### src/osat_pkg.sv
`timescale 1ns / 1ps

package osat_pkg;

  localparam int NOW_BITS      = 63;
  localparam int DUE_BITS      = 64;
  localparam int DELAY_BITS    = 32;
  localparam int US_BITS       = 20;
  localparam int PROD_BITS     = DELAY_BITS + US_BITS;
  localparam int IN_TAG_BITS   = 16;
  localparam int SLOT_IDX_BITS = 3;

  localparam logic [US_BITS-1:0] US_PER_SECOND = 20'd1000000;

  localparam logic MODE_TICK  = 1'b0;
  localparam logic MODE_SCHED = 1'b1;

  typedef struct packed {
    logic live;
    logic mode;
    logic claimed;
    logic hit;
  } ctl_t;

endpackage

### src/osat_cell.sv
`timescale 1ns / 1ps

module osat_cell #(
  parameter int TAG_BITS = 16,
  parameter int IDX      = 0
) (
  input  logic                                 clk_i,
  input  logic                                 rst_ni,
  input  osat_pkg::ctl_t                       ctl_i,
  input  logic [osat_pkg::NOW_BITS-1:0]        now_i,
  input  logic [osat_pkg::DUE_BITS-1:0]        due_i,
  input  logic [TAG_BITS-1:0]                  tag_i,
  input  logic [osat_pkg::SLOT_IDX_BITS-1:0]   hit_idx_i,
  input  logic [TAG_BITS-1:0]                  hit_tag_i,
  output osat_pkg::ctl_t                       ctl_o,
  output logic [osat_pkg::NOW_BITS-1:0]        now_o,
  output logic [osat_pkg::DUE_BITS-1:0]        due_o,
  output logic [TAG_BITS-1:0]                  tag_o,
  output logic [osat_pkg::SLOT_IDX_BITS-1:0]   hit_idx_o,
  output logic [TAG_BITS-1:0]                  hit_tag_o
);

  logic                                valid_q, valid_d;
  logic [osat_pkg::DUE_BITS-1:0]       slot_due_q;
  logic [TAG_BITS-1:0]                 slot_tag_q;
  logic                                take;
  logic                                fire;
  osat_pkg::ctl_t                      ctl_q, ctl_d;
  logic [osat_pkg::SLOT_IDX_BITS-1:0]  hit_idx_d;
  logic [TAG_BITS-1:0]                 hit_tag_d;

  always_comb begin
    take      = 1'b0;
    fire      = 1'b0;
    valid_d   = valid_q;
    ctl_d     = ctl_i;
    hit_idx_d = hit_idx_i;
    hit_tag_d = hit_tag_i;
    if (ctl_i.live && !ctl_i.claimed) begin
      if (ctl_i.mode == osat_pkg::MODE_SCHED) begin
        take = ~valid_q;
      end else begin
        fire = valid_q && ({1'b0, now_i} >= slot_due_q);
      end
    end
    if (take) begin
      valid_d       = 1'b1;
      ctl_d.claimed = 1'b1;
      ctl_d.hit     = 1'b1;
      hit_idx_d     = osat_pkg::SLOT_IDX_BITS'(IDX);
    end
    if (fire) begin
      valid_d       = 1'b0;
      ctl_d.claimed = 1'b1;
      ctl_d.hit     = 1'b1;
      hit_idx_d     = osat_pkg::SLOT_IDX_BITS'(IDX);
      hit_tag_d     = slot_tag_q;
    end
  end

  always_ff @(posedge clk_i or negedge rst_ni) begin
    if (!rst_ni) begin
      valid_q <= 1'b0;
      ctl_q   <= '0;
    end else begin
      valid_q <= valid_d;
      ctl_q   <= ctl_d;
    end
  end

  always_ff @(posedge clk_i) begin
    if (take) begin
      slot_due_q <= due_i;
      slot_tag_q <= tag_i;
    end
  end

  always_ff @(posedge clk_i) begin
    now_o     <= now_i;
    due_o     <= due_i;
    tag_o     <= tag_i;
    hit_idx_o <= hit_idx_d;
    hit_tag_o <= hit_tag_d;
  end

  assign ctl_o = ctl_q;

endmodule

### src/one_shot_alarm_slot_table_top.sv
`timescale 1ns / 1ps
// Requests are taken one at a time: a new request is not taken until the last one's
// result strobe; a request walks the row of slot cells one cell per cycle after the
// multiply and add stages, and the result strobe comes from the last cell.
// The next request is taken in the cycle that carries the result strobe.
// Reset clears all slot valid bits; results are never held off by the receiver.
module one_shot_alarm_slot_table_top #(
  parameter int SLOTS    = 8,
  parameter int TAG_BITS = 16
) (
  input  logic                                      clk_i,
  input  logic                                      rst_ni,
  input  logic                                      start_i,
  output logic                                      busy_o,
  input  logic                                      mode_i,
  input  logic [osat_pkg::NOW_BITS-1:0]             now_time_i,
  input  logic [osat_pkg::DELAY_BITS-1:0]           delay_seconds_i,
  input  logic [osat_pkg::IN_TAG_BITS-1:0]          payload_tag_i,
  output logic                                      result_valid_o,
  output logic                                      done_res_o,
  output logic [osat_pkg::SLOT_IDX_BITS-1:0]        slot_index_o,
  output logic [osat_pkg::IN_TAG_BITS-1:0]          fired_tag_o
);

  logic                                 accept;
  logic                                 busy_q, busy_d;
  logic                                 a_live_q, b_live_q;
  logic                                 a_mode_q, b_mode_q;
  logic                                 a_zero_q, b_zero_q;
  logic [osat_pkg::NOW_BITS-1:0]        a_now_q, b_now_q;
  logic [osat_pkg::PROD_BITS-1:0]       a_prod_q;
  logic [osat_pkg::DUE_BITS-1:0]        b_due_q;
  logic [TAG_BITS-1:0]                  a_tag_q, b_tag_q;

  osat_pkg::ctl_t                       chain_ctl     [SLOTS+1];
  logic [osat_pkg::NOW_BITS-1:0]        chain_now     [SLOTS+1];
  logic [osat_pkg::DUE_BITS-1:0]        chain_due     [SLOTS+1];
  logic [TAG_BITS-1:0]                  chain_tag     [SLOTS+1];
  logic [osat_pkg::SLOT_IDX_BITS-1:0]   chain_hit_idx [SLOTS+1];
  logic [TAG_BITS-1:0]                  chain_hit_tag [SLOTS+1];

  assign accept = start_i & ~busy_o;
  assign busy_o = busy_q & ~chain_ctl[SLOTS].live;

  always_comb begin
    busy_d = busy_q;
    if (chain_ctl[SLOTS].live) begin
      busy_d = 1'b0;
    end
    if (accept) begin
      busy_d = 1'b1;
    end
  end

  always_ff @(posedge clk_i or negedge rst_ni) begin
    if (!rst_ni) begin
      busy_q   <= 1'b0;
      a_live_q <= 1'b0;
      b_live_q <= 1'b0;
    end else begin
      busy_q   <= busy_d;
      a_live_q <= accept;
      b_live_q <= a_live_q;
    end
  end

  // multiply stage, then add stage
  always_ff @(posedge clk_i) begin
    a_mode_q <= mode_i;
    a_zero_q <= (delay_seconds_i == '0);
    a_now_q  <= now_time_i;
    a_prod_q <= osat_pkg::PROD_BITS'(delay_seconds_i) *
                osat_pkg::PROD_BITS'(osat_pkg::US_PER_SECOND);
    a_tag_q  <= TAG_BITS'(payload_tag_i);
    b_mode_q <= a_mode_q;
    b_zero_q <= a_zero_q;
    b_now_q  <= a_now_q;
    b_due_q  <= {1'b0, a_now_q} + osat_pkg::DUE_BITS'(a_prod_q);
    b_tag_q  <= a_tag_q;
  end

  always_comb begin
    chain_ctl[0].live    = b_live_q;
    chain_ctl[0].mode    = b_mode_q;
    chain_ctl[0].claimed = (b_mode_q == osat_pkg::MODE_SCHED) && b_zero_q;
    chain_ctl[0].hit     = 1'b0;
  end

  assign chain_now[0]     = b_now_q;
  assign chain_due[0]     = b_due_q;
  assign chain_tag[0]     = b_tag_q;
  assign chain_hit_idx[0] = '0;
  assign chain_hit_tag[0] = '0;

  for (genvar k = 0; k < SLOTS; k++) begin : g_cell
    osat_cell #(
      .TAG_BITS (TAG_BITS),
      .IDX      (k)
    ) u_cell (
      .clk_i     (clk_i),
      .rst_ni    (rst_ni),
      .ctl_i     (chain_ctl[k]),
      .now_i     (chain_now[k]),
      .due_i     (chain_due[k]),
      .tag_i     (chain_tag[k]),
      .hit_idx_i (chain_hit_idx[k]),
      .hit_tag_i (chain_hit_tag[k]),
      .ctl_o     (chain_ctl[k+1]),
      .now_o     (chain_now[k+1]),
      .due_o     (chain_due[k+1]),
      .tag_o     (chain_tag[k+1]),
      .hit_idx_o (chain_hit_idx[k+1]),
      .hit_tag_o (chain_hit_tag[k+1])
    );
  end

  assign result_valid_o = chain_ctl[SLOTS].live;
  assign done_res_o     = chain_ctl[SLOTS].hit;
  assign slot_index_o   = chain_hit_idx[SLOTS];
  assign fired_tag_o    = osat_pkg::IN_TAG_BITS'(chain_hit_tag[SLOTS]);

endmodule

### config.mk
export PLATFORM = sky130hd
export DESIGN_NAME = one_shot_alarm_slot_table_top
export DESIGN_NICKNAME = d
export VERILOG_FILES = /design/src/osat_pkg.sv /design/src/osat_cell.sv /design/src/one_shot_alarm_slot_table_top.sv
export SDC_FILE = /design/constraint.sdc
export NUM_CORES = 2
export LEC_CHECK = 0
export BUFFER_PORTS_ARGS = -buffer_cell sky130_fd_sc_hd__buf_2
export CAP_MARGIN = 40
export CORE_ASPECT_RATIO = 1.2
export CORE_UTILIZATION = 45
export CTS_BUF_LIST = sky130_fd_sc_hd__clkbuf_8
export CTS_CLUSTER_DIAMETER = 150
export DETAILED_ROUTE_END_ITERATION = 10
export PLACE_DENSITY = 0.71
export SYNTH_ARGS = -nofsm -noshare
export SYNTH_HDL_FRONTEND = slang
export SYNTH_SLANG_ARGS = --single-unit
### constraint.sdc
create_clock -name clk_i -period 17.9 [get_ports clk_i]
set_input_delay 0.895 -clock clk_i [delete_from_list [all_inputs] [get_ports clk_i]]
set_output_delay 0.895 -clock clk_i [all_outputs]
set_load 0.01 [all_outputs]
==> impl_metrics.toml <==
[run_status]
status = "complete, no violations"

[logic_synthesis]
synth.distinct_cells = 83
synth_common_cells = "1370 x dfxtp_1, 727 x inv_1, 719 x ha_1"
synth_top_family_by_area = "adder cells"
synth_edf_count = 640
synth_top_cell_by_area = "dfxtp_1"
synthAdderAreaFrac_pct = 16.2
yosysMostFrequentCell = "dfxtp_1"
ys.flop_type = "dfxtp_1"
synth_nets = 6170
synthXorXnorAreaFrac_pct = 1.12
ys_ff_latch = 2051
ys_seq_area_share_pct = 66.0
avgSynthCellArea_um2 = 13.9
synth-simple-area-share_pct = 4.30
yosysWarnings = 0
synth_area_leaders = "dfxtp_1 38%, edfxtp_1 27%, ha_1 12%"
synth_compound_area_share_pct = 6.41
netlist_area_mm2 = 0.0722
synth_mux_area_share_pct = 1.75
async_flop_share_pct = 2.00
syn_inst = 5200
yosysTopAreaCellShare_pct = 38.0

[place]
portBuffers = 136
dpl.cell_count = 7420
dp_hpwl_um = 93000
gp_congestion = 0.863

[route]
wl_per_cell_um = 15.4
via_per_inst = 4.70
firstDrtPassIters = 5
drt-total-wl_um = 124000
drc_errors = 0
drt_iter0_drc = 1695
ant_nets = 0
num_vias = 37900

[sta]
setup-tns-final_ns = 0
finalMaxSlewViolations = 0
worstMarginPinSlew_ns = 0.914
hold_viol = 0
final.setup_skew_ns = 0.0818
period_needed_ns = 6.16
fin_crit_sh_pct = 34.4
fmax_mhz = 162
hold-worst-slack_ns = 0.0863
slew_headroom_pct = 39.1
rsz0062_at_grt = "false"
setup_viol = 0

[worst_hold_path]
hold_path.startpoint = "now_time_i[38]"
hold_class = "input pin to flip-flop"

[cts]
clk_pin_slew_worst_paths_ns = 0.06
clock-sinks = 2051
cts_tree = "yes"
cts_root_buffer = "clkbuf_8"
clk_latency_ns = 0.99
cts_max_level = 5
clockBufferDepth = 4
post_cts_resized = 0
numCtsBuffers = 309

[finish]
drive_gt1_share_pct = 12.8
multi_input_area_mm2 = 0.0216
fin_nets = 6674
final_util_pct = 52.0
area_growth_pct = 14.5
seqCellArea_mm2 = 0.0477
fillers = 13100
final_cells = 8050

[power]
power_density_mw_per_mm2 = 147
peakVddDrop_uv = 112
leakage_nw = 37.1
total_power_mw = 12.2

[setup_path]
crit_arrival_ns = 6.98
reg2reg_from = "a_now_q[6]"
cp_num_buf_inv = 5
critPathCaptureType = "flip-flop"
path_cells = "buf_2 -> inv_1 -> fa_1 -> inv_1 -> fa_1 -> fa_1 -> fa_1 -> ha_1 -> inv_1 -> fa_1 -> inv_1 -> ha_1 -> nand2_1 -> or2_2 -> o21ba_2 -> o41ai_1 -> nand2_1 -> o221ai_1 -> a2bb2oi_1 -> a311oi_1 -> xnor2_1"
crit_path_frequent_cell = "fa_1"
crit_start = "delay_seconds_i[3]"
slowest_delay_ns = 0.71
cp_max_fo = 6
cp_top_family = "adder cells"
cp-start-kind = "input pin"
crit_required_ns = 18.73
crit_slowest_cell = "o41ai_1"
crit_type = "input pin to flip-flop"

[floorplanning]
die_y_um = 441
io_pins = 137
start_util_pct = 45.4
core_mm2 = 0.159
die_x_um = 368
fp.dieArea_mm2 = 0.162
placementRows = 160

[flow_run]
maxCapViolations = 0

[grt]
grt_pass1_wl_um = 203000
grt_pass1_vias = 40200
grt_start_max_net_pins = 65
globalRouteOverflowTotal = 0
grt_use_total_pct = 15.6
antenna_found_initial = 6
==> path summary, 6_finish.rpt <==
path	to	slack, ns	cells after the start
setup / recovery	a_prod_q[50]	11.74	21
hold / removal	a_now_q[38]	0.09	1
max in group asynchronous	g_cell[1].u_cell.valid_q	17.01	3
min in group asynchronous	busy_q	0.35	2
hold reg to reg	b_tag_q[8]	0.29	0
setup reg to reg	b_due_q[56]	13.64	13
==> final cells by class <==
cell class	instances	area share [%]
Timing Repair Buffer	247	2.16
Sequential cell	2051	57.6
Clock inverter	180	1.47
Inverter	727	3.30
Tap cell	2106	3.19
Multi-Input combinational cell	2368	26.2
Antenna cell	5	0.0151
Clock buffer	366	6.09
==> registers in the layout, summed over array words and instances, names as in the netlist, 8 cells and up <==
name                      cells
g_cell.u_cell.hit_idx_o      17
g_cell.u_cell.now_o         441
b_due_q                      64
g_cell.u_cell.slot_due_q    512
g_cell.u_cell.ctl_o          30
b_tag_q                      16
a_prod_q                     46
a_now_q                      63
g_cell.u_cell.hit_tag_o     128
g_cell.u_cell.tag_o         112
b_now_q                      57
a_tag_q                      16
g_cell.u_cell.due_o         406
g_cell.u_cell.valid_q         8
g_cell.u_cell.slot_tag_q    128
==> worst register-to-register path, delay by kind of cell (launching register included) <==
family	cells	cell delay (ns)
AO/OA/AOI/OAI	6	2.31
adder cells (fa/ha/maj)	2	0.61
flip-flops	1	0.39
AND/OR/NAND/NOR	3	0.59
buffers and inverters	1	0.06
XOR/XNOR	1	0.17
==> routing by layer <==
metal  wire length, um  GRT usage [%]  part of all wire, %
met5                13              0                0.010
met4              4010           6.73                  3.2
met3              4430           3.03                  3.6
met2             60400           26.8                   49
met1             55500           19.2                   45
==> cells in the final DEF (no fill, tap or decap), types with 26 or more instances in the layout <==
cell           instances
inv_1                822
dfrtp_1               41
a21o_1               151
dfxtp_1             1370
nor2b_1               57
clkinv_2              39
fa_1                 136
nand3_1               43
nor3_1                33
mux2_2               112
a211oi_1              37
o211ai_1              26
clkbuf_8             366
xnor2_1               67
a21oi_1              225
dlygate4sd3_1         79
nand4_1               98
o21ai_0              129
nand2_1              126
buf_2                137
nor2_1               116
edfxtp_1             640
ha_1                 719
nand2b_1              26
==> what timing repair did <==
| action | in CTS | in global routing |
|---|---|---|
| hold endpoints to repair | 88 | 0 |
| hold buffers | 79 | 0 |
| buffers inserted | 0 | 0 |
==> metrics by stage <==
step / instance area, um2 / worst slack (ns)
final: 82700 / 11.74
after detailed placement: 75700 / 10.80
after global routing: 82700 / 11.50
after CTS: 82700 / 11.85
after global placement: 75500 / 10.90
after floorplan: 72200 / 8.35
==> kinds of logic after synthesis <==
group,after synthesis
XOR/XNOR,92
AND/OR/NAND/NOR,594
AO/OA/AOI/OAI,715
multiplexers,112
flip-flops,2051
buffers and inverters,781
adder cells (fa/ha/maj),855
==> power breakdown <==
part / internal, mW / total [mW] / switching (mW)
clock: 2.09 / 3.75 / 1.66
combinational: 1.09 / 2.56 / 1.47
sequential: 5.55 / 5.85 / 0.305
Note: power is estimated with default switching activity, not from simulation.
